===== src/rtl/core/tbf_pkg.sv =====
`timescale 1ns / 1ps
`default_nettype none
// ----------------------------------------------------------------------------
// tbf_pkg
// Shared constants, codes and types of the tile background fetcher.
// ----------------------------------------------------------------------------
package tbf_pkg;

    localparam int MEM_BYTES       = 8192;
    localparam int MEM_AW          = $clog2(MEM_BYTES);
    localparam int QUEUE_DEPTH_DEF = 16;
    localparam int FETCH_PIXELS    = 8;
    localparam int PIX_W           = 2;

    localparam logic [MEM_AW-1:0] MAP_BASE     = MEM_AW'(13'h1800);
    localparam logic [MEM_AW-1:0] MAP_HIGH_OFS = MEM_AW'(13'h0400);
    localparam logic [MEM_AW-1:0] SIGNED_BASE  = MEM_AW'(13'h1000);

    // request kinds carried in tuser
    localparam logic [1:0] REQ_WRITE = 2'd0;
    localparam logic [1:0] REQ_START = 2'd1;
    localparam logic [1:0] REQ_TICK  = 2'd2;

    // configuration register indexes
    localparam int CFG_IDX_W = 3;
    localparam logic [CFG_IDX_W-1:0] CFG_SCROLL_X   = 3'd0;
    localparam logic [CFG_IDX_W-1:0] CFG_SCROLL_Y   = 3'd1;
    localparam logic [CFG_IDX_W-1:0] CFG_BG_MAP     = 3'd2;
    localparam logic [CFG_IDX_W-1:0] CFG_WIN_MAP    = 3'd3;
    localparam logic [CFG_IDX_W-1:0] CFG_SIGNED     = 3'd4;
    localparam logic [CFG_IDX_W-1:0] CFG_BG_ENABLE  = 3'd5;

    typedef enum logic [1:0] {
        STEP_TILE = 2'd0,
        STEP_LOW  = 2'd1,
        STEP_HIGH = 2'd2,
        STEP_PUSH = 2'd3
    } t_fetch_step;

    typedef enum logic [1:0] {
        LOAD_NONE = 2'd0,
        LOAD_TILE = 2'd1,
        LOAD_LOW  = 2'd2,
        LOAD_HIGH = 2'd3
    } t_load;

    typedef struct packed {
        logic [7:0] scroll_x;
        logic [7:0] scroll_y;
        logic       bg_map_high;
        logic       window_map_high;
        logic       signed_tile_data;
    } t_bg_cfg;

    typedef struct packed {
        logic       tick;
        logic       start;
        logic       window_select;
        logic [7:0] line_number;
        logic [7:0] window_line;
    } t_fetch_ctl;

    typedef struct packed {
        logic clear;
        logic pop;
        logic push;
    } t_queue_ctl;

endpackage
`default_nettype wire


===== src/rtl/core/tbf_pixel_queue.sv =====
`timescale 1ns / 1ps
`default_nettype none
// ----------------------------------------------------------------------------
// tbf_pixel_queue
// Shifting pixel queue: pops at the head, pushes eight colours after the tail.
// ----------------------------------------------------------------------------
module tbf_pixel_queue #(
    parameter int QUEUE_DEPTH = tbf_pkg::QUEUE_DEPTH_DEF
) (
    input  wire logic                                        i_clk,
    input  wire logic                                        i_rst_n,
    input  wire tbf_pkg::t_queue_ctl                         i_ctl,
    input  wire logic [tbf_pkg::FETCH_PIXELS*tbf_pkg::PIX_W-1:0] i_push_pix,
    output logic                                             o_nonempty,
    output logic      [tbf_pkg::PIX_W-1:0]                   o_head,
    output logic                                             o_can_push
);

    localparam int CW = $clog2(QUEUE_DEPTH + 1);
    localparam int FP = tbf_pkg::FETCH_PIXELS;
    localparam int PW = tbf_pkg::PIX_W;

    logic [PW-1:0] r_q [QUEUE_DEPTH];
    logic [PW-1:0] n_q [QUEUE_DEPTH];
    logic [CW-1:0] r_cnt;
    logic [CW-1:0] n_cnt;
    logic          pop_go;
    logic [CW-1:0] cnt_after_pop;
    logic [CW:0]   tail_end;

    assign o_nonempty    = (r_cnt != '0);
    assign o_head        = r_q[0];
    assign pop_go        = i_ctl.pop && o_nonempty;
    assign cnt_after_pop = r_cnt - CW'(pop_go);
    assign o_can_push    = (cnt_after_pop <= CW'(QUEUE_DEPTH - FP));
    assign tail_end      = {1'b0, cnt_after_pop} + (CW+1)'(FP);

    always_comb begin
        logic [CW-1:0] off;
        off = '0;
        for (int i = 0; i < QUEUE_DEPTH; i++) begin
            if (pop_go) begin
                n_q[i] = (i < QUEUE_DEPTH - 1) ? r_q[(i + 1) % QUEUE_DEPTH] : '0;
            end else begin
                n_q[i] = r_q[i];
            end
            off = CW'(i) - cnt_after_pop;
            if (i_ctl.push && (CW'(i) >= cnt_after_pop)
                    && ((CW+1)'(i) < tail_end)) begin
                n_q[i] = i_push_pix[off[2:0]*PW +: PW];
            end
        end
    end

    always_comb begin
        if (i_ctl.clear) begin
            n_cnt = '0;
        end else if (i_ctl.push) begin
            n_cnt = cnt_after_pop + CW'(FP);
        end else begin
            n_cnt = cnt_after_pop;
        end
    end

    always_ff @(posedge i_clk) begin
        if (!i_rst_n) begin
            r_cnt <= '0;
        end else begin
            r_cnt <= n_cnt;
        end
        for (int i = 0; i < QUEUE_DEPTH; i++) begin
            r_q[i] <= n_q[i];
        end
    end

endmodule
`default_nettype wire


===== config.mk =====
export PLATFORM = sky130hd
export DESIGN_NAME = tbf_pixel_queue
export DESIGN_NICKNAME = d
export VERILOG_FILES = /design/src/rtl/core/tbf_pkg.sv /design/src/rtl/core/tbf_pixel_queue.sv
export SDC_FILE = /design/constraint.sdc
export NUM_CORES = 1
export LEC_CHECK = 0
export BUFFER_PORTS_ARGS = -buffer_cell sky130_fd_sc_hd__clkbuf_2
export CORE_MARGIN = 3
export CORE_UTILIZATION = 44
export DETAILED_ROUTE_END_ITERATION = 12
export PLACE_DENSITY_LB_ADDON = 0.2
export SLEW_MARGIN = 40
export SYNTH_ARGS = -nofsm -noshare
export SYNTH_HDL_FRONTEND = slang
export SYNTH_SLANG_ARGS = --single-unit

===== constraint.sdc =====
create_clock -name i_clk -period 9.95 [get_ports i_clk]
set_clock_uncertainty 0.2 [all_clocks]
set_input_delay 0.4975 -clock i_clk [delete_from_list [all_inputs] [get_ports i_clk]]
set_output_delay 0.4975 -clock i_clk [all_outputs]
set_load 0.02 [all_outputs]

Word level (Yosys, flattened, before mapping)

Memory sizes are Yosys's and may differ from the RTL's.
Index checks and enable logic that the tools add are counted.

Bitwise gates (word level): 1
Shift operators: 16
Div/mod/pow operators: 0
Multiplexer cells: 33
Eq/ne operators: 0
Reductions and logical operators: 35
$mul: 0
$add $sub $neg: 19
$lt $le $gt $ge: 33

Operator list:

| cell                  | count |
|---|---|
| $shiftx A16 B5 Y2     | 16 |
| $mux W2               | 32 |
| $lt A4 B6 Y1 const A  | 8 |
| $ge A4 B5 Y1 const A  | 8 |
| $logic_and A1 B1 Y1   | 33 |
| $lt A3 B6 Y1 const A  | 4 |
| $sub A3 B3 Y3 const A | 8 |
| $ge A3 B5 Y1 const A  | 4 |
| $lt A1 B6 Y1 const A  | 2 |
| $lt A2 B6 Y1 const A  | 2 |
| $sub A1 B3 Y3 const A | 4 |
| $sub A2 B3 Y3 const A | 4 |
| $ge A1 B5 Y1 const A  | 2 |
| $ge A2 B5 Y1 const A  | 2 |
| $add A5 B4 Y6 const B | 1 |
| $add A5 B4 Y5 const B | 1 |
| $le A5 B4 Y1 const B  | 1 |
| $mux W5               | 1 |
| $reduce_bool A5 Y1    | 1 |
| $sub A5 B1 Y5         | 1 |
| $reduce_or A2 Y1      | 1 |
| $not A1 Y1            | 1 |

Memory bits (read-only): 0
Memories kept: 1
Output and inout bits: 4
Bits in registers: 5
Latch bits: 0
Bits of input ports: 21
Bits in writable memories: 32

Memory list:

| name | words | bits a word | read ports | clocked after Yosys merged registers in | wr ports | RTL line              | source |
|---|---|---|---|---|---|---|---|
| r_q  | 16    | 2           | 16         | 0                                       | 16       | tbf_pixel_queue.sv:23 | `logic [PW-1:0] r_q [QUEUE_DEPTH];` |

Longest topological paths before layout

Word-level depth: 7
Gate-level depth with buffers: 16

Least setup slack after synthesis

OpenSTA, ideal clock, no wires.

Path kind: reg-to-reg
Start: register r_cnt[4]
End: memory r_q[1][9] (netlist name), data pin
Cell stages (with the launch flop): 14
Library setup time: 0.260 ns
Clock period less this slack: 4.531 ns
Arrival: 4.072 ns
Path slack: 5.419 ns
Buffers on the path: 2
Cell sequence: dfxtp_1 buf_2 or2_2 or4_1 nand2_1 inv_1 ha_1 ha_1 buf_1 inv_1 ha_1 mux4_2 mux2_2 mux2_2

RTL lines:

| element                | RTL line              | source |
|---|---|---|
| start, declared        | tbf_pixel_queue.sv:25 | `logic [CW-1:0] r_cnt;` |
| start signal, assigned | tbf_pixel_queue.sv:69 | `r_cnt <= n_cnt;` |
| end, declared          | tbf_pixel_queue.sv:23 |  |

Worst setup path in the final report

Start: register r_cnt[3]
End: output port o_can_push

Word-level cells in the longest chain between the ends: 4

RTL lines:

| element             | RTL line              | source |
|---|---|---|
| $reduce_bool A5 Y1  | tbf_pixel_queue.sv:31 | `assign o_nonempty = (r_cnt != '0);` |
| $logic_and A1 B1 Y1 | tbf_pixel_queue.sv:33 | `assign pop_go = i_ctl.pop && o_nonempty;` |
| $sub A5 B1 Y5 (*)   | tbf_pixel_queue.sv:34 | `assign cnt_after_pop = r_cnt - CW'(pop_go);` |
| $le A5 B4 Y1 (*)    | tbf_pixel_queue.sv:35 | `assign o_can_push = (cnt_after_pop <= CW'(QUEUE_DEPTH - FP));` |
| end, declared       | tbf_pixel_queue.sv:16 | `output logic o_can_push` |

Mark *: on every way between the ends. The rest lies on a longest branch, timed or not.

==> flow_summary.ini <==
[logic_synthesis]
syn-cell-area_um2 = 2940
syn_avg_cell_area_um2 = 12.3
synth.distinct_cells = 57
syn-num-nets = 271
synth_warnings = 0
netlist_top_cells_area = edfxtp_1 (33%), mux2_2 (15%), mux4_2 (12%), ha_1 (4.7%), nand2_1 (3.6%)
async_flop_share = 0
synth_edf_count = 32
yosys.area.top_type = edfxtp_1
synth_flop_cell = edfxtp_1
ys_ff_latch = 37
synth_top_cell_area_share = 0.327
syn_inst = 239
synth_seq_area_share = 0.361

[detailed_routing]
ant_nets = 0
routed_wl_um = 6680
route.detailed.drc = 0
routed_via_density = 6.09
routedWlPerCell_um = 19.9
drt_pass1_iterations = 4
vias = 2039
drtIter0Drc = 158

[sta]
period_share = 0.526
fmax_ghz = 0.191
maxSlewViolCount = 0
fin_tns_setup_ps = 0
layout_min_cycle_time_ps = 5230
setup_viol = 0
worstMarginPinSlew_ps = 616
rsz0062_at_grt = no
setup_slack_ps = 4720
hold_violations = 0
timing.slew.headroom = 0.588
holdWs_ps = 320

[placement]
dp.cells = 327
post-place-ws_ps = 4770
place_congestion = 0.874
io_buffer_count = 24
dp_hpwl_um = 5250

[hold_path]
hp-class = primary input to flop

[power_and_ir_drop]
internal_power_w = 0.000473
p_per_area_nw_per_um2 = 235
swShare = 0.363
pwr-share-clk = 0.138
p_total_w = 0.000743
p_seq_frac = 0.352
comb_power_share = 0.509
ir_drop_v = 0.0000900
power_leakage_nw = 1.23
power.switching_w = 0.000270

[clock_network]
root_buffer = clkbuf_8
cts-hold-fix-buffers = 0
cts_tree = built
cts_resized = 0
cts_setup_buffers = 0
htree_num_levels = 2
cts_made_buffers = 5
cts.sinks = 37
clock_latency_ps = 290
clk_pin_slew_worst_paths_ps = 70
cts.path.max_buffers = 2

[floorplanning]
core_um2 = 6420
die_w_um = 87.7
dieArea_um2 = 7700
rows = 29
initial_core_util = 0.458
die_y_um = 87.7
ios = 25

[global_route]
grt_max_degree = 28
grt_pass1_wl_um = 10500
grt_pass1_vias = 1955
antenna_found_initial = 0
track_usage = 0.185
gr-total-overflow = 0

[layout]
layout_common_cells = mux2_2 (39), edfxtp_1 (32), nand2_1 (28)
final-instance-count-excl-fill = 335
drive_above_1_share = 0.415
fillers = 577
syn_to_final_growth_pct = 7.36
n_antenna_cell = 0
final_common_cell = mux2_2
fin_nets = 289

[critical_path]
crit_path_cell_trace = or2_2 -> or4_1 -> nand2_1 -> inv_1 -> ha_1 -> ha_1 -> xor2_4 -> inv_2 -> ha_1 -> a221oi_1 -> nor2_1 -> clkbuf_2
arrival_ps = 4540
cpMostUsedCell = ha_1
cp-end-kind = output pin
crit_type = flop to output pin
start_kind = flop
crit_required_ps = 9250
cp_max_fo = 14
cpMaxStageDelayCell = xor2_4
max_stage_delay_ps = 550

[run]
drv_cap = 0

[outcome]
status = finished clean
-- metrics by stage --
step           area [um2]   util
2_1_floorplan        2940      -
3_3_place_gp         3070  0.478
3_5_place_dp         3070  0.478
4_1_cts              3160  0.491
5_1_grt              3160  0.491
6_report             3160  0.491
-- cell type report --
type,instances,area [um2],area share
Timing Repair Buffer,25,128,0.0404
Clock inverter,3,17.5,0.00555
Sequential cell,37,1060,0.336
Tap cell,77,96.3,0.0305
Multi-Input combinational cell,180,1750,0.556
Inverter,8,30.0,0.00952
Clock buffer,5,68.8,0.0218
-- power groups by stage --
stage                     clock network [W]  logic, W  registers (W)
after CTS                          0.000105  0.000378       0.000262
after global placement                    0  0.000377       0.000265
final                              0.000103  0.000378       0.000262
after global routing               0.000111  0.000411       0.000265
after floorplan                           0  0.000309       0.000252
after detailed placement                  0  0.000377       0.000265
-- flip-flops by register name, indices dropped and copies added, names as in the netlist --
register	count
r_q	32
r_cnt	5
-- kinds of logic (layout without fill, tap and decap cells) --
group,count (synthesis),after routing,share of synthesized area
DFF,37,37,0.361
AOI/OAI and AO/OA,31,31,0.0928
and+or+nand+nor,72,72,0.127
buffers and inverters,22,41,0.0421
adders and majority gates,11,11,0.0468
muxes,58,58,0.284
xor gates and xnor gates,8,8,0.0456
-- metal layers --
layer,wire (um),track usage
met1,3090,0.265
met2,3070,0.292
met3,472,0.0376
met4,46,0.0335
met5,0,0
-- synth_stat cells, types with 3 or more instances --
library cell,number
mux2_2,39
edfxtp_1,32
nand2_1,28
mux4_2,16
ha_1,11
nor2_1,10
nand3_1,8
inv_1,7
a21oi_1,6
buf_2,5
dfxtp_1,5
buf_4,4
nand2b_1,4
nor2b_1,4
o21ai_0,4
or2_2,4
a32oi_1,3
-- worst paths after layout --
| kind | from | end | slack (ps) | depth (start not counted) |
|---|---|---|---|---|
| setup / recovery | r_cnt[3]$_SDFF_PP0_ | o_can_push | 4720 | 12 |
| setup reg to reg | r_cnt[3]$_SDFF_PP0_ | r_q[1][8]$_DFFE_PP_ | 4760 | 13 |
| hold reg to reg | r_q[1][6]$_DFFE_PP_ | r_q[1][4]$_DFFE_PP_ | 350 | 1 |
| hold / removal | i_rst_n | r_cnt[1]$_SDFF_PP0_ | 320 | 3 |
-- worst max-delay path, delay by kind of cell, from the launching register on --
kind | cells | cell delay [ps]
DFF | 1 | 450
xor gates and xnor gates | 1 | 550
AOI/OAI and AO/OA | 1 | 400
and+or+nand+nor | 4 | 1320
buffers and inverters | 3 | 570
adders and majority gates | 3 | 940
Power figures use the tool's default switching activity.
