[src/rtl/core/tbf_pkg.sv]
`timescale 1ns / 1ps
`default_nettype none
// ----------------------------------------------------------------------------
// tbf_pkg
// Shared constants, codes and types of the tile background fetcher.
// ----------------------------------------------------------------------------
package tbf_pkg;

    localparam int MEM_BYTES       = 8192;
    localparam int MEM_AW          = $clog2(MEM_BYTES);
    localparam int QUEUE_DEPTH_DEF = 16;
    localparam int FETCH_PIXELS    = 8;
    localparam int PIX_W           = 2;

    localparam logic [MEM_AW-1:0] MAP_BASE     = MEM_AW'(13'h1800);
    localparam logic [MEM_AW-1:0] MAP_HIGH_OFS = MEM_AW'(13'h0400);
    localparam logic [MEM_AW-1:0] SIGNED_BASE  = MEM_AW'(13'h1000);

    // request kinds carried in tuser
    localparam logic [1:0] REQ_WRITE = 2'd0;
    localparam logic [1:0] REQ_START = 2'd1;
    localparam logic [1:0] REQ_TICK  = 2'd2;

    // configuration register indexes
    localparam int CFG_IDX_W = 3;
    localparam logic [CFG_IDX_W-1:0] CFG_SCROLL_X   = 3'd0;
    localparam logic [CFG_IDX_W-1:0] CFG_SCROLL_Y   = 3'd1;
    localparam logic [CFG_IDX_W-1:0] CFG_BG_MAP     = 3'd2;
    localparam logic [CFG_IDX_W-1:0] CFG_WIN_MAP    = 3'd3;
    localparam logic [CFG_IDX_W-1:0] CFG_SIGNED     = 3'd4;
    localparam logic [CFG_IDX_W-1:0] CFG_BG_ENABLE  = 3'd5;

    typedef enum logic [1:0] {
        STEP_TILE = 2'd0,
        STEP_LOW  = 2'd1,
        STEP_HIGH = 2'd2,
        STEP_PUSH = 2'd3
    } t_fetch_step;

    typedef enum logic [1:0] {
        LOAD_NONE = 2'd0,
        LOAD_TILE = 2'd1,
        LOAD_LOW  = 2'd2,
        LOAD_HIGH = 2'd3
    } t_load;

    typedef struct packed {
        logic [7:0] scroll_x;
        logic [7:0] scroll_y;
        logic       bg_map_high;
        logic       window_map_high;
        logic       signed_tile_data;
    } t_bg_cfg;

    typedef struct packed {
        logic       tick;
        logic       start;
        logic       window_select;
        logic [7:0] line_number;
        logic [7:0] window_line;
    } t_fetch_ctl;

    typedef struct packed {
        logic clear;
        logic pop;
        logic push;
    } t_queue_ctl;

endpackage
`default_nettype wire

[src/rtl/core/tbf_fetch.sv]
`timescale 1ns / 1ps
`default_nettype none
// ----------------------------------------------------------------------------
// tbf_fetch
// Tile fetch sequencer: map read, two plane reads, eight-pixel push.
// ----------------------------------------------------------------------------
module tbf_fetch (
    input  wire logic                                        i_clk,
    input  wire logic                                        i_rst_n,
    input  wire tbf_pkg::t_fetch_ctl                         i_ctl,
    input  wire tbf_pkg::t_bg_cfg                            i_cfg,
    input  wire logic                                        i_can_push,
    input  wire logic [7:0]                                  i_mem_q,
    output logic      [tbf_pkg::MEM_AW-1:0]                  o_raddr,
    output logic                                             o_push,
    output logic      [tbf_pkg::FETCH_PIXELS*tbf_pkg::PIX_W-1:0] o_push_pix
);

    localparam int AW = tbf_pkg::MEM_AW;
    localparam int FP = tbf_pkg::FETCH_PIXELS;
    localparam int PW = tbf_pkg::PIX_W;

    tbf_pkg::t_fetch_step r_step, n_step;
    tbf_pkg::t_load       r_load, n_load;
    logic       r_phase, n_phase;
    logic [4:0] r_col, n_col;
    logic       r_first, n_first;
    logic [7:0] r_line, r_wline;
    logic       r_win;
    logic [7:0] r_tile, r_plane_lo, r_plane_hi;

    logic [7:0]    bg_y;
    logic [2:0]    pix_row;
    logic [4:0]    tile_x, tile_y;
    logic          map_high;
    logic [AW-1:0] tile_map_addr;
    logic [AW-1:0] data_base;
    logic          step_go;

    assign bg_y    = r_line + i_cfg.scroll_y;
    assign pix_row = r_win ? r_wline[2:0] : bg_y[2:0];
    assign tile_y  = r_win ? r_wline[7:3] : bg_y[7:3];
    assign tile_x  = r_win ? r_col : (r_col + i_cfg.scroll_x[7:3]);
    assign step_go = i_ctl.tick && r_phase;

    assign map_high      = r_win ? i_cfg.window_map_high : i_cfg.bg_map_high;
    assign tile_map_addr = tbf_pkg::MAP_BASE
                         | (map_high ? tbf_pkg::MAP_HIGH_OFS : AW'(0))
                         | AW'({tile_y, tile_x});

    // signed ids sit around the middle of tile data, addresses wrap
    always_comb begin
        if (i_cfg.signed_tile_data) begin
            data_base = tbf_pkg::SIGNED_BASE
                      + AW'({{1{r_tile[7]}}, r_tile, 4'b0000})
                      + AW'({pix_row, 1'b0});
        end else begin
            data_base = AW'({r_tile, pix_row, 1'b0});
        end
    end

    // outputs: read address, load target, push
    always_comb begin
        o_raddr = tile_map_addr;
        n_load  = tbf_pkg::LOAD_NONE;
        o_push  = 1'b0;
        case (r_step)
            tbf_pkg::STEP_TILE: begin
                o_raddr = tile_map_addr;
                if (step_go) n_load = tbf_pkg::LOAD_TILE;
            end
            tbf_pkg::STEP_LOW: begin
                o_raddr = data_base;
                if (step_go) n_load = tbf_pkg::LOAD_LOW;
            end
            tbf_pkg::STEP_HIGH: begin
                o_raddr = data_base | AW'(1);
                if (step_go) n_load = tbf_pkg::LOAD_HIGH;
            end
            tbf_pkg::STEP_PUSH: begin
                o_push = step_go && i_can_push;
            end
            default: begin
                n_load = tbf_pkg::LOAD_NONE;
            end
        endcase
    end

    // leftmost pixel first
    always_comb begin
        for (int j = 0; j < FP; j++) begin
            o_push_pix[j*PW +: PW] = {r_plane_hi[FP-1-j], r_plane_lo[FP-1-j]};
        end
    end

    // next state
    always_comb begin
        n_step  = r_step;
        n_phase = r_phase;
        n_col   = r_col;
        n_first = r_first;
        if (i_ctl.start) begin
            n_step  = tbf_pkg::STEP_TILE;
            n_phase = 1'b0;
            n_col   = '0;
            n_first = 1'b1;
        end else if (i_ctl.tick) begin
            n_phase = !r_phase;
            if (r_phase) begin
                case (r_step)
                    tbf_pkg::STEP_TILE: n_step = tbf_pkg::STEP_LOW;
                    tbf_pkg::STEP_LOW:  n_step = tbf_pkg::STEP_HIGH;
                    tbf_pkg::STEP_HIGH: begin
                        // the first fetch of a line is dropped and redone
                        if (r_first) begin
                            n_first = 1'b0;
                            n_step  = tbf_pkg::STEP_TILE;
                        end else begin
                            n_step  = tbf_pkg::STEP_PUSH;
                        end
                    end
                    tbf_pkg::STEP_PUSH: begin
                        if (i_can_push) begin
                            n_col  = r_col + 5'd1;
                            n_step = tbf_pkg::STEP_TILE;
                        end
                    end
                    default: n_step = tbf_pkg::STEP_TILE;
                endcase
            end
        end
    end

    always_ff @(posedge i_clk) begin
        if (!i_rst_n) begin
            r_step     <= tbf_pkg::STEP_TILE;
            r_load     <= tbf_pkg::LOAD_NONE;
            r_phase    <= 1'b0;
            r_col      <= '0;
            r_first    <= 1'b1;
            r_line     <= '0;
            r_wline    <= '0;
            r_win      <= 1'b0;
            r_tile     <= '0;
            r_plane_lo <= '0;
            r_plane_hi <= '0;
        end else begin
            r_step  <= n_step;
            r_load  <= n_load;
            r_phase <= n_phase;
            r_col   <= n_col;
            r_first <= n_first;
            if (i_ctl.start) begin
                r_line  <= i_ctl.line_number;
                r_wline <= i_ctl.window_line;
                r_win   <= i_ctl.window_select;
            end
            // read data lands in the cycle after the read was issued
            case (r_load)
                tbf_pkg::LOAD_TILE: r_tile     <= i_mem_q;
                tbf_pkg::LOAD_LOW:  r_plane_lo <= i_mem_q;
                tbf_pkg::LOAD_HIGH: r_plane_hi <= i_mem_q;
                default: ;
            endcase
        end
    end

endmodule
`default_nettype wire

[config.mk]
export PLATFORM = sky130hd
export DESIGN_NAME = tbf_fetch
export DESIGN_NICKNAME = d
export VERILOG_FILES = /design/src/rtl/core/tbf_pkg.sv /design/src/rtl/core/tbf_fetch.sv
export SDC_FILE = /design/constraint.sdc
export NUM_CORES = 1
export LEC_CHECK = 0
export ABC_AREA = 1
export BUFFER_PORTS_ARGS = -buffer_cell sky130_fd_sc_hd__buf_2
export CAP_MARGIN = 40
export CORE_AREA = 2 2 92 94
export DETAILED_ROUTE_END_ITERATION = 12
export DIE_AREA = 0 0 94 96
export PLACE_DENSITY_LB_ADDON = 0.15
export SKIP_CTS_REPAIR_TIMING = 1
export SLEW_MARGIN = 25
export SYNTH_ARGS = -nofsm -noshare
export SYNTH_HDL_FRONTEND = slang
export SYNTH_SLANG_ARGS = --single-unit
[constraint.sdc]
create_clock -name i_clk -period 3.13 [get_ports i_clk]
set_clock_uncertainty 0.05 [all_clocks]
set_input_delay 0.939 -clock i_clk [delete_from_list [all_inputs] [get_ports i_clk]]
set_output_delay 0.939 -clock i_clk [all_outputs]
set_load 0.01 [all_outputs]
---- After elaboration in Yosys (flattened, before gate mapping) ----
Cells that the tools add are included.
storage, ports and cells
  flip-flop bits (word level) ............. 52
  output and inout bits ................... 30
  logic and storage cells ................. 48
operators by class
  add/subtract/negate cells ............... 5
  eq/ne operators ......................... 7
  muxes and demuxes ....................... 15
  bitwise logic cells ..................... 2
  reduce and logical (&&, ||, !) cells .... 8
operators with widths
  kind                                                                   count
  13-bit one-hot mux with 2 select lines                                 1
  13-bit adder, first input constant                                     1
  13-bit by 4-bit adder with 13-bit output                               1
  13-bit 2-to-1 mux                                                      1
  13-bit by 10-bit OR with 13-bit output                                 1
  11-bit 2-to-1 mux                                                      1
  5-bit 2-to-1 mux                                                       2
  8-bit adder                                                            1
  2-bit equality test, second input constant                             4
  2-bit 2-to-1 mux                                                       4
  2-bit one-hot mux with 4 select lines                                  1
  2-bit one-hot mux with 3 select lines                                  1
  3-bit AND reduction                                                    2
  5-bit by 1-bit adder with 5-bit output, second input constant          1
  5-bit adder                                                            1
  2-bit by 1-bit equality test with 1-bit output, second input constant  2
  4-bit AND reduction                                                    1
  1-bit 2-to-1 mux                                                       3
  3-bit 2-to-1 mux                                                       1
  1-bit logical AND                                                      2
  2-bit zero test                                                        1
  2-bit inequality test, second input constant                           1
  2-bit OR reduction                                                     1
  1-bit zero test                                                        1
  1-bit inverter                                                         1

---- Depth between registers and ports, before layout ----
Gate-level depths: netlist of run 1.
  word-level depth ........................ 5
  depth in mapped cells ................... 11

---- Worst setup path before layout of run 1 ----
Ideal clock, no wire load.
  kind .................................... input to output
  from .................................... in i_cfg[3] (netlist bit)
  to ...................................... out o_raddr[8] (netlist bit)
  arrival ................................. 2.025 ns
  data required time ...................... 2.141 ns
  slack ................................... 0.116 ns
  cell stages on the path ................. 10
  cells stage by stage .................... ha_1 > fa_1 > nand2_1 > nand2_1 > nand3b_1 > nand2_1 > nand2_1 > nand3_1 > nand2_1 > nand2_1
between the ends
  word-level cells in the longest chain between the ends .. 5
ends and longest elaborated chain
  element                                   line             RTL
  from (decl)                               tbf_fetch.sv:11  input wire tbf_pkg::t_bg_cfg i_cfg,
  8-bit adder *                             tbf_fetch.sv:40  assign bg_y = r_line + i_cfg.scroll_y;
  3-bit 2-to-1 mux                          tbf_fetch.sv:41  assign pix_row = r_win ? r_wline[2:0] : bg_y[2:0];
  13-bit by 4-bit adder with 13-bit output  tbf_fetch.sv:56  + AW'({pix_row, 1'b0});
  13-bit 2-to-1 mux                         tbf_fetch.sv:53  if (i_cfg.signed_tile_data) begin
  13-bit one-hot mux with 2 select lines *  tbf_fetch.sv:67  case (r_step)
  to (decl)                                 tbf_fetch.sv:14  output logic [tbf_pkg::MEM_AW-1:0] o_raddr,
Every way passes the cells marked *; elsewhere a longest branch is shown, timed or not.

---- Worst setup path after layout of run 1 ----
Same ends and word-level chain as after synthesis.

==> results of run 1 <==
==> cells by family after synthesis <==
logic type / after synthesis / share of synthesized area [%]
xor gates and xnor gates: 3 / 0.968
and+or+nand+nor: 198 / 30.4
muxes: 1 / 0.369
DFF: 52 / 38.3
buffers and inverters: 46 / 6.64
AOI/OAI and AO/OA: 74 / 14.0
adders and majority gates: 19 / 9.31
==> per-stage QoR <==
stage | power (uW) | util, % | TNS (ns) | setup WS, ns
floorplan | 839 | - | 0 | 0.116
global route | 1500 | 43.2 | -1.18 | -0.270
finish | 1410 | 43.2 | -0.442 | -0.158
detailed placement | 937 | 40.3 | -1.10 | -0.257
CTS | 1410 | 41.7 | -1.18 | -0.267
global placement | 935 | 40.3 | -1.04 | -0.216
==> worst min-delay path by stage <==
stage,endpoint,cells past startpoint,start
2_1_floorplan,r_first,2,r_first
3_3_place_gp,r_first,2,r_first
3_5_place_dp,r_first,2,r_first
4_1_cts,r_first,2,r_first
5_1_grt,r_plane_lo[6],2,r_plane_lo[6]
6_report,r_first,2,r_first
==> synthesized netlist by cell type (3+ instances only) <==
cell type / instances / area, um2
nor2_1: 112 / 420
dfxtp_1: 52 / 1040
a21oi_1: 13 / 65.1
inv_2: 8 / 30.0
nand2_1: 59 / 221
nor2_4: 3 / 33.8
o21ai_0: 57 / 285
buf_2: 3 / 15.0
ha_1: 17 / 213
inv_1: 28 / 105
xnor2_1: 3 / 26.3
nand3_1: 12 / 60.1
clkbuf_1: 6 / 22.5
==> sequential cells by signal, summed over array words and instances (netlist names) <==
register / count
r_load: 2
r_step: 2
r_plane_lo: 8
r_win: 1
r_plane_hi: 8
r_tile: 8
r_wline: 8
r_phase: 1
r_line: 8
r_col: 5
r_first: 1
==> power groups by stage <==
stage                     clock, uW  combinational, uW  sequential, uW
after CTS                       485                233             690
after global placement            0                230             705
after floorplan                   0                136             703
after detailed placement          0                231             705
after global routing            519                286             694
final                           472                250             692
==> area by class of cell <==
cell class / instances / area, um2
Timing Repair Buffer: 85 / 463
Multi-Input combinational cell: 295 / 1600
Inverter: 36 / 135
Fill cell: 882 / 4570
Clock buffer: 5 / 68.8
Tap cell: 105 / 131
Sequential cell: 52 / 1040
Clock inverter: 3 / 42.5
==> worst max-delay path, cell delays in order <==
cell      delay (ns)
buf_6           0.10
ha_4            0.16
fa_2            0.39
nand2_2         0.08
nand2_2         0.06
nand3b_1        0.11
nand2_1         0.07
nand2_1         0.08
nand3_2         0.05
nand2_1         0.08
nand2_1         0.05
buf_2           0.13
==> layout by cell type (no fill, tap or decap), drive strengths merged <==
cell type and instances:
a211oi 1, a21oi 13, buf 85, bufinv 1, clkbuf 5, clkinv 1, clkinvlp 1, dfxtp 52
fa 2, ha 17, inv 36, mux2i 1, nand2 60, nand3 13, nand3b 2, nand4 1
nor2 117, nor3 3, o211ai 1, o21ai 58, o32ai 1, or2 2, xnor2 3
==> per-layer routing <==
| metal | track usage, % | up-vias | routed length, um |
|---|---|---|---|
| met4 | 5.07 | 0 | 86 |
| met3 | 2.82 | 8 | 354 |
| met5 | 0 | - | 0 |
| li1 | - | 1413 | - |
| met1 | 20.5 | 1213 | 3260 |
| met2 | 26.3 | 61 | 3210 |
==> run metrics, run 1 <==
status=finished, violations left; failing checks=setup timing; peak supply drop=0.000191 V; Max clock buf depth=2; Clock Sink Count=52; R2R Path Start=r_step[0]; Clock Pin Slew Worst Setup and Hold Paths=0.10 ns; die footprint=0.00902 mm2; R2R setup slack=1.78 ns; vias in the first global route=2433; Starting Density=33.7%; crit path kind=input port to primary output; reg-to-reg endpoint=r_col[3]; Leakage=0.00162 uW; Post-DP Area=0.00324 mm2; Chip Height=96 um; global placer's final weighted congestion=0.776; crit end category=primary output; CTS Buf Count=5; final setup margin=-0.158 ns; Yosys warnings=0; CTS root buffer=clkbuf_8; pin count of the biggest net entering global routing=30; Avg Cell Area, Syn=6.91 um2; H-tree levels=2; post-synth net total=461; Mapped Area=0.00272 mm2; Syn-to-layout area delta=28.1%; Fin. Hold Viols=0; Worst-Margin Slew=0.367 ns; Async SR Flop Fraction=0%; Clk network pwr share=33.4%; routed len/inst=11.9 um; final period utilization=105%; Critical Path End=o_raddr[8]; Total Wirelength=6910 um; ant diodes=0; iteration-0 DRC count of the detailed router=96; Core Box Area=0.00805 mm2; reg2reg path depth=6; internal power=1030 uW; Yosys cell types=28; Final #Nets=543; Worst setup SP type=input port; fmax=304 MHz; placed insts=572; number of synthesized flops with an enable pin=0; hpwl dp=5280 um; Mapped Cells=393; Vias=2695; Synth Flop Type=dfxtp_1; Worst Path Arrival=2.30 ns; Psw=388 uW; Pre-antenna DRT Iters=5; port buffer count=75; via-per-instance ratio=4.64; RSZ-0062 raised after global routing=yes; Req. time, crit path=2.14 ns; combinational share of power=17.7%; GR Overflow Total=0; Worst slew margin=75.5%; Post-Layout Inst Area=0.00348 mm2; Slew Limit Fails=0; I/O pin cnt=79; PD cells=406 mW/mm2; Finished Layout Cells=581; max_cap viols=0; worst-path fanout max=2; first-pass GRT wire length=11200 um; total track usage=15.7%; sequential power share=48.9%; DR DRC count=0; Seq/Total Area, Yosys=38.3%; TritonCTS clock tree=yes; initial antenna violation count=0; Die W=94 um; sw frac=27.4%; Worst Hold Class=flop to flop; layout cells sized above 1=26.9%; Fin Hold WS=0.414 ns; Setup crit start=i_cfg[3]; # setup viols final=6; row count=33; clock latency on the worst-skew pair=0.30 ns; Period minus WS final=3.29 ns; FF+latch count, synth=52; Routed Antenna Nets=0
Note: power is estimated with default switching activity, not from simulation.
==> run 2: changes to the inputs <==
--- a/config.mk
+++ b/config.mk
@@ -5,12 +5,11 @@
 export SDC_FILE = /design/constraint.sdc
 export NUM_CORES = 1
 export LEC_CHECK = 0
-export ABC_AREA = 1
 export BUFFER_PORTS_ARGS = -buffer_cell sky130_fd_sc_hd__buf_2
 export CAP_MARGIN = 40
-export CORE_AREA = 2 2 92 94
+export CORE_AREA = 2 2 93 95
 export DETAILED_ROUTE_END_ITERATION = 12
-export DIE_AREA = 0 0 94 96
+export DIE_AREA = 0 0 95 97
 export PLACE_DENSITY_LB_ADDON = 0.15
 export SKIP_CTS_REPAIR_TIMING = 1
 export SLEW_MARGIN = 25
==> run 2 against run 1 <==
Against the previous run: the run still ends with setup timing left; sequential power hardly changed; synthesized area is 3.8% higher; worst setup slack worse by 0.16 ns; first-iteration DRC count is 46% lower; via count is 12% lower; synthesized cell count is 22% lower; register-to-register slack worse by 0.20 ns; cell count is 15% lower; die area is 2.1% higher; non-clock buffer count is 5 higher; worst hold slack better by 0.0037 ns.
==> run metrics, run 2 <==
status=finished, violations left (unchanged); failing checks=setup timing (unchanged); I/O pin cnt=79 (unchanged); Psw=382 uW (was 388 uW); final period utilization=110% (was 105%); pin count of the biggest net entering global routing=43 (was 30); Vias=2376 (was 2695); Clock Pin Slew Worst Setup and Hold Paths=0.10 ns (about the same); Worst slew margin=60.2% (was 75.5%); Fillers=808 (was 882); post-synth net total=376 (was 461); Routed Antenna Nets=0 (unchanged); Pre-antenna DRT Iters=4 (was 5); Mapped Cells=308 (was 393); Final #Nets=456 (was 543); most frequent cell after synthesis=dfxtp_1 (was nor2_1); Die W=95 um (was 94 um); Yosys warnings=0 (unchanged); crit end category=primary output (unchanged); peak supply drop=0.000162 V (was 0.000191 V); area share of the leading cell type in the synthesized netlist=36.9% (was 38.3%); sw frac=28.4% (was 27.4%); ant diodes=0 (unchanged); Clock Sink Count=52 (unchanged); Synth top cells by count=52 x dfxtp_1, 40 x nor2b_1, 37 x mux2i_1 (was 112 x nor2_1, 59 x nand2_1, 57 x o21ai_0); routed len/inst=13.9 um (was 11.9 um); placed insts=486 (was 572); CTS Buf Count=5 (unchanged); Synth Area in Simple Gates=19.7% (was 30.4%); post-synthesis adder-cell area fraction=8.97% (was 9.31%); GR Overflow Total=0 (unchanged); Final Power=1340 uW (was 1410 uW); Total Wirelength=6890 um (was 6910 um); iteration-0 DRC count of the detailed router=52 (was 96); CTS root buffer=clkbuf_8 (unchanged); Max clock buf depth=2 (unchanged); die footprint=0.00922 mm2 (was 0.00902 mm2); Async SR Flop Fraction=0% (unchanged); Worst Hold Class=flop to flop (unchanged); initial antenna violation count=0 (unchanged); Finished Layout Cells=494 (was 581); row count=33 (unchanged); xor/xnor share of the synthesized area=3.11% (was 0.968%); met3 Track Usage GR=3.12% (was 2.82%); hpwl dp=5070 um (was 5280 um); most common cell after layout, fill and taps aside=buf_2 (was nor2_1); Chip Height=97 um (was 96 um); Mapped Area=0.00282 mm2 (was 0.00272 mm2); PD cells=377 mW/mm2 (was 406 mW/mm2); Req. time, crit path=2.14 ns (about the same); worst-path fanout max=2 (unchanged); FF+latch count, synth=52 (unchanged); combinational share of power=17.7% (about the same); M2 GR Usage=22.7% (was 26.3%); Seq/Total Area, Yosys=36.9% (was 38.3%); Fin. Hold Viols=0 (unchanged); mux cell area share after synthesis=13.1% (was 0.369%); total track usage=14.5% (was 15.7%); first-pass GRT wire length=10800 um (was 11200 um); port buffer count=75 (unchanged); Period minus WS final=3.45 ns (was 3.29 ns); via-per-instance ratio=4.81 (was 4.64); Worst setup SP type=input port (unchanged); internal power=961 uW (was 1030 uW); H-tree levels=2 (unchanged); Core Util, Final=43.8% (was 43.2%); fmax=290 MHz (was 304 MHz); slowest stage delay, CP=0.40 ns (was 0.39 ns); RSZ-0062 raised after global routing=yes (unchanged); Worst Path Arrival=2.46 ns (was 2.30 ns); Leakage=0.00162 uW (about the same); clock latency on the worst-skew pair=0.31 ns (was 0.30 ns); Syn-to-layout area delta=26.3% (was 28.1%); Worst-Margin Slew=0.598 ns (was 0.367 ns); crit path kind=input port to primary output (unchanged); final setup margin=-0.323 ns (was -0.158 ns); Avg Cell Area, Syn=9.15 um2 (was 6.91 um2); Synth Flop Type=dfxtp_1 (unchanged); largest area contributor in the netlist=dfxtp_1 (unchanged); max_cap viols=0 (unchanged); Clk network pwr share=31.0% (was 33.4%); most used routing layer=met2 (unchanged); Starting Density=34.6% (was 33.7%); # setup viols final=8 (was 6); DR DRC count=0 (unchanged); Multi-input gate area=0.00175 mm2 (was 0.00160 mm2); global placer's final weighted congestion=0.812 (was 0.776); largest family of logic cells by synthesized area=simple AND/OR/NAND/NOR gates (unchanged); Synth area leaders=dfxtp_1 37%, mux2i_1 13%, nor2b_1 8.9% (was dfxtp_1 38%, nor2_1 15%, o21ai_0 11%); sequential power share=51.3% (was 48.9%); Compound-Gate Fraction of Synth Area=13.8% (was 14.0%); met1 GRT Util=20.2% (was 20.5%); Slew Limit Fails=0 (unchanged); vias in the first global route=2265 (was 2433); crit-path cells=buf_6 > ha_4 > fa_2 > a211oi_2 > o21bai_1 > o311a_1 > o21ai_2 > buf_2 (was buf_6 > ha_4 > fa_2 > nand2_2 > nand2_2 > nand3b_1 > nand2_1 > nand2_1 > nand3_2 > nand2_1 > nand2_1 > buf_2); Core Box Area=0.00813 mm2 (was 0.00805 mm2); Sequential cell area=0.00104 mm2 (unchanged); most frequent cells in the layout=73 x buf_2, 52 x dfxtp_1, 38 x nor2b_1 (was 111 x nor2_1, 73 x buf_2, 55 x nand2_1); number of synthesized flops with an enable pin=0 (unchanged); slowest CP cell=fa_2 (unchanged); layout cells sized above 1=30.3% (was 26.9%); Yosys cell types=41 (was 28); TritonCTS clock tree=yes (unchanged)
run 2: cell types whose count changed in the layout (fill, tap and decap cells not counted), sizes merged, moves of 8 or more:
cell,previous run,this run
mux2i,1,37
nor2,117,22
inv,36,9
nor2b,0,40
nand2,60,20
o21ai,58,15
a21boi,0,8
run 2: kinds of logic after synthesis:
| family | count (synthesis) |
|---|---|
| buffers and inverters | 25 |
| multiplexers | 37 |
| AND/OR/NAND/NOR | 107 |
| XOR/XNOR | 10 |
| AO/OA/AOI/OAI | 58 |
| adder cells (fa/ha/maj) | 19 |
| flip-flops | 52 |
run 2: worst max-delay path: cells and delay by family:
kind | cells | cell delay [ns]
adders and majority gates | 2 | 0.55
AOI/OAI and AO/OA | 4 | 0.72
buffers and inverters | 2 | 0.24
run 2: power groups by stage:
stage / clock network, uW / logic (uW) / registers [uW]
final: 417 / 237 / 689
after global routing: 460 / 260 / 691
after CTS: 434 / 223 / 688
after detailed placement: 0 / 221 / 703
after global placement: 0 / 220 / 703
after floorplan: 0 / 136 / 699
run 2: worst paths after layout:
check	endpoint	cells past startpoint	start	slack [ns]
setup / recovery	o_raddr[8]	8	i_cfg[3]	-0.32
hold / removal	r_first	1	r_first	0.42
setup reg to reg	r_plane_lo[6]	3	r_load[0]	1.58
hold reg to reg	r_first	1	r_first	0.42
run 2: per-layer routing:
layer / part of all wire (%) / vias to the layer above
met2: 46 / 48
met4: 1.1 / 0
met5: 0 / -
met3: 4.3 / 9
met1: 49 / 1090
li1: - / 1229
run 2: area by class of cell:
type / count / share of cell area, %
clock inverters: 3 / 0.773
inverters: 8 / 0.844
multi-input cells: 231 / 49.2
clock buffers: 5 / 1.93
well taps: 105 / 3.69
flip-flops and latches: 52 / 29.2
repair buffers: 90 / 14.3
run 2: through the flow:
stage | hold WS [ns] | setup slack [ns] | setup TNS (ns) | area [um2]
2_1_floorplan | 0.377 | -0.130 | -0.130 | 2820
3_3_place_gp | 0.392 | -0.391 | -2.26 | 3340
3_5_place_dp | 0.396 | -0.377 | -2.20 | 3350
4_1_cts | 0.421 | -0.384 | -2.29 | 3450
5_1_grt | 0.447 | -0.427 | -2.07 | 3560
6_report | 0.417 | -0.323 | -1.49 | 3560
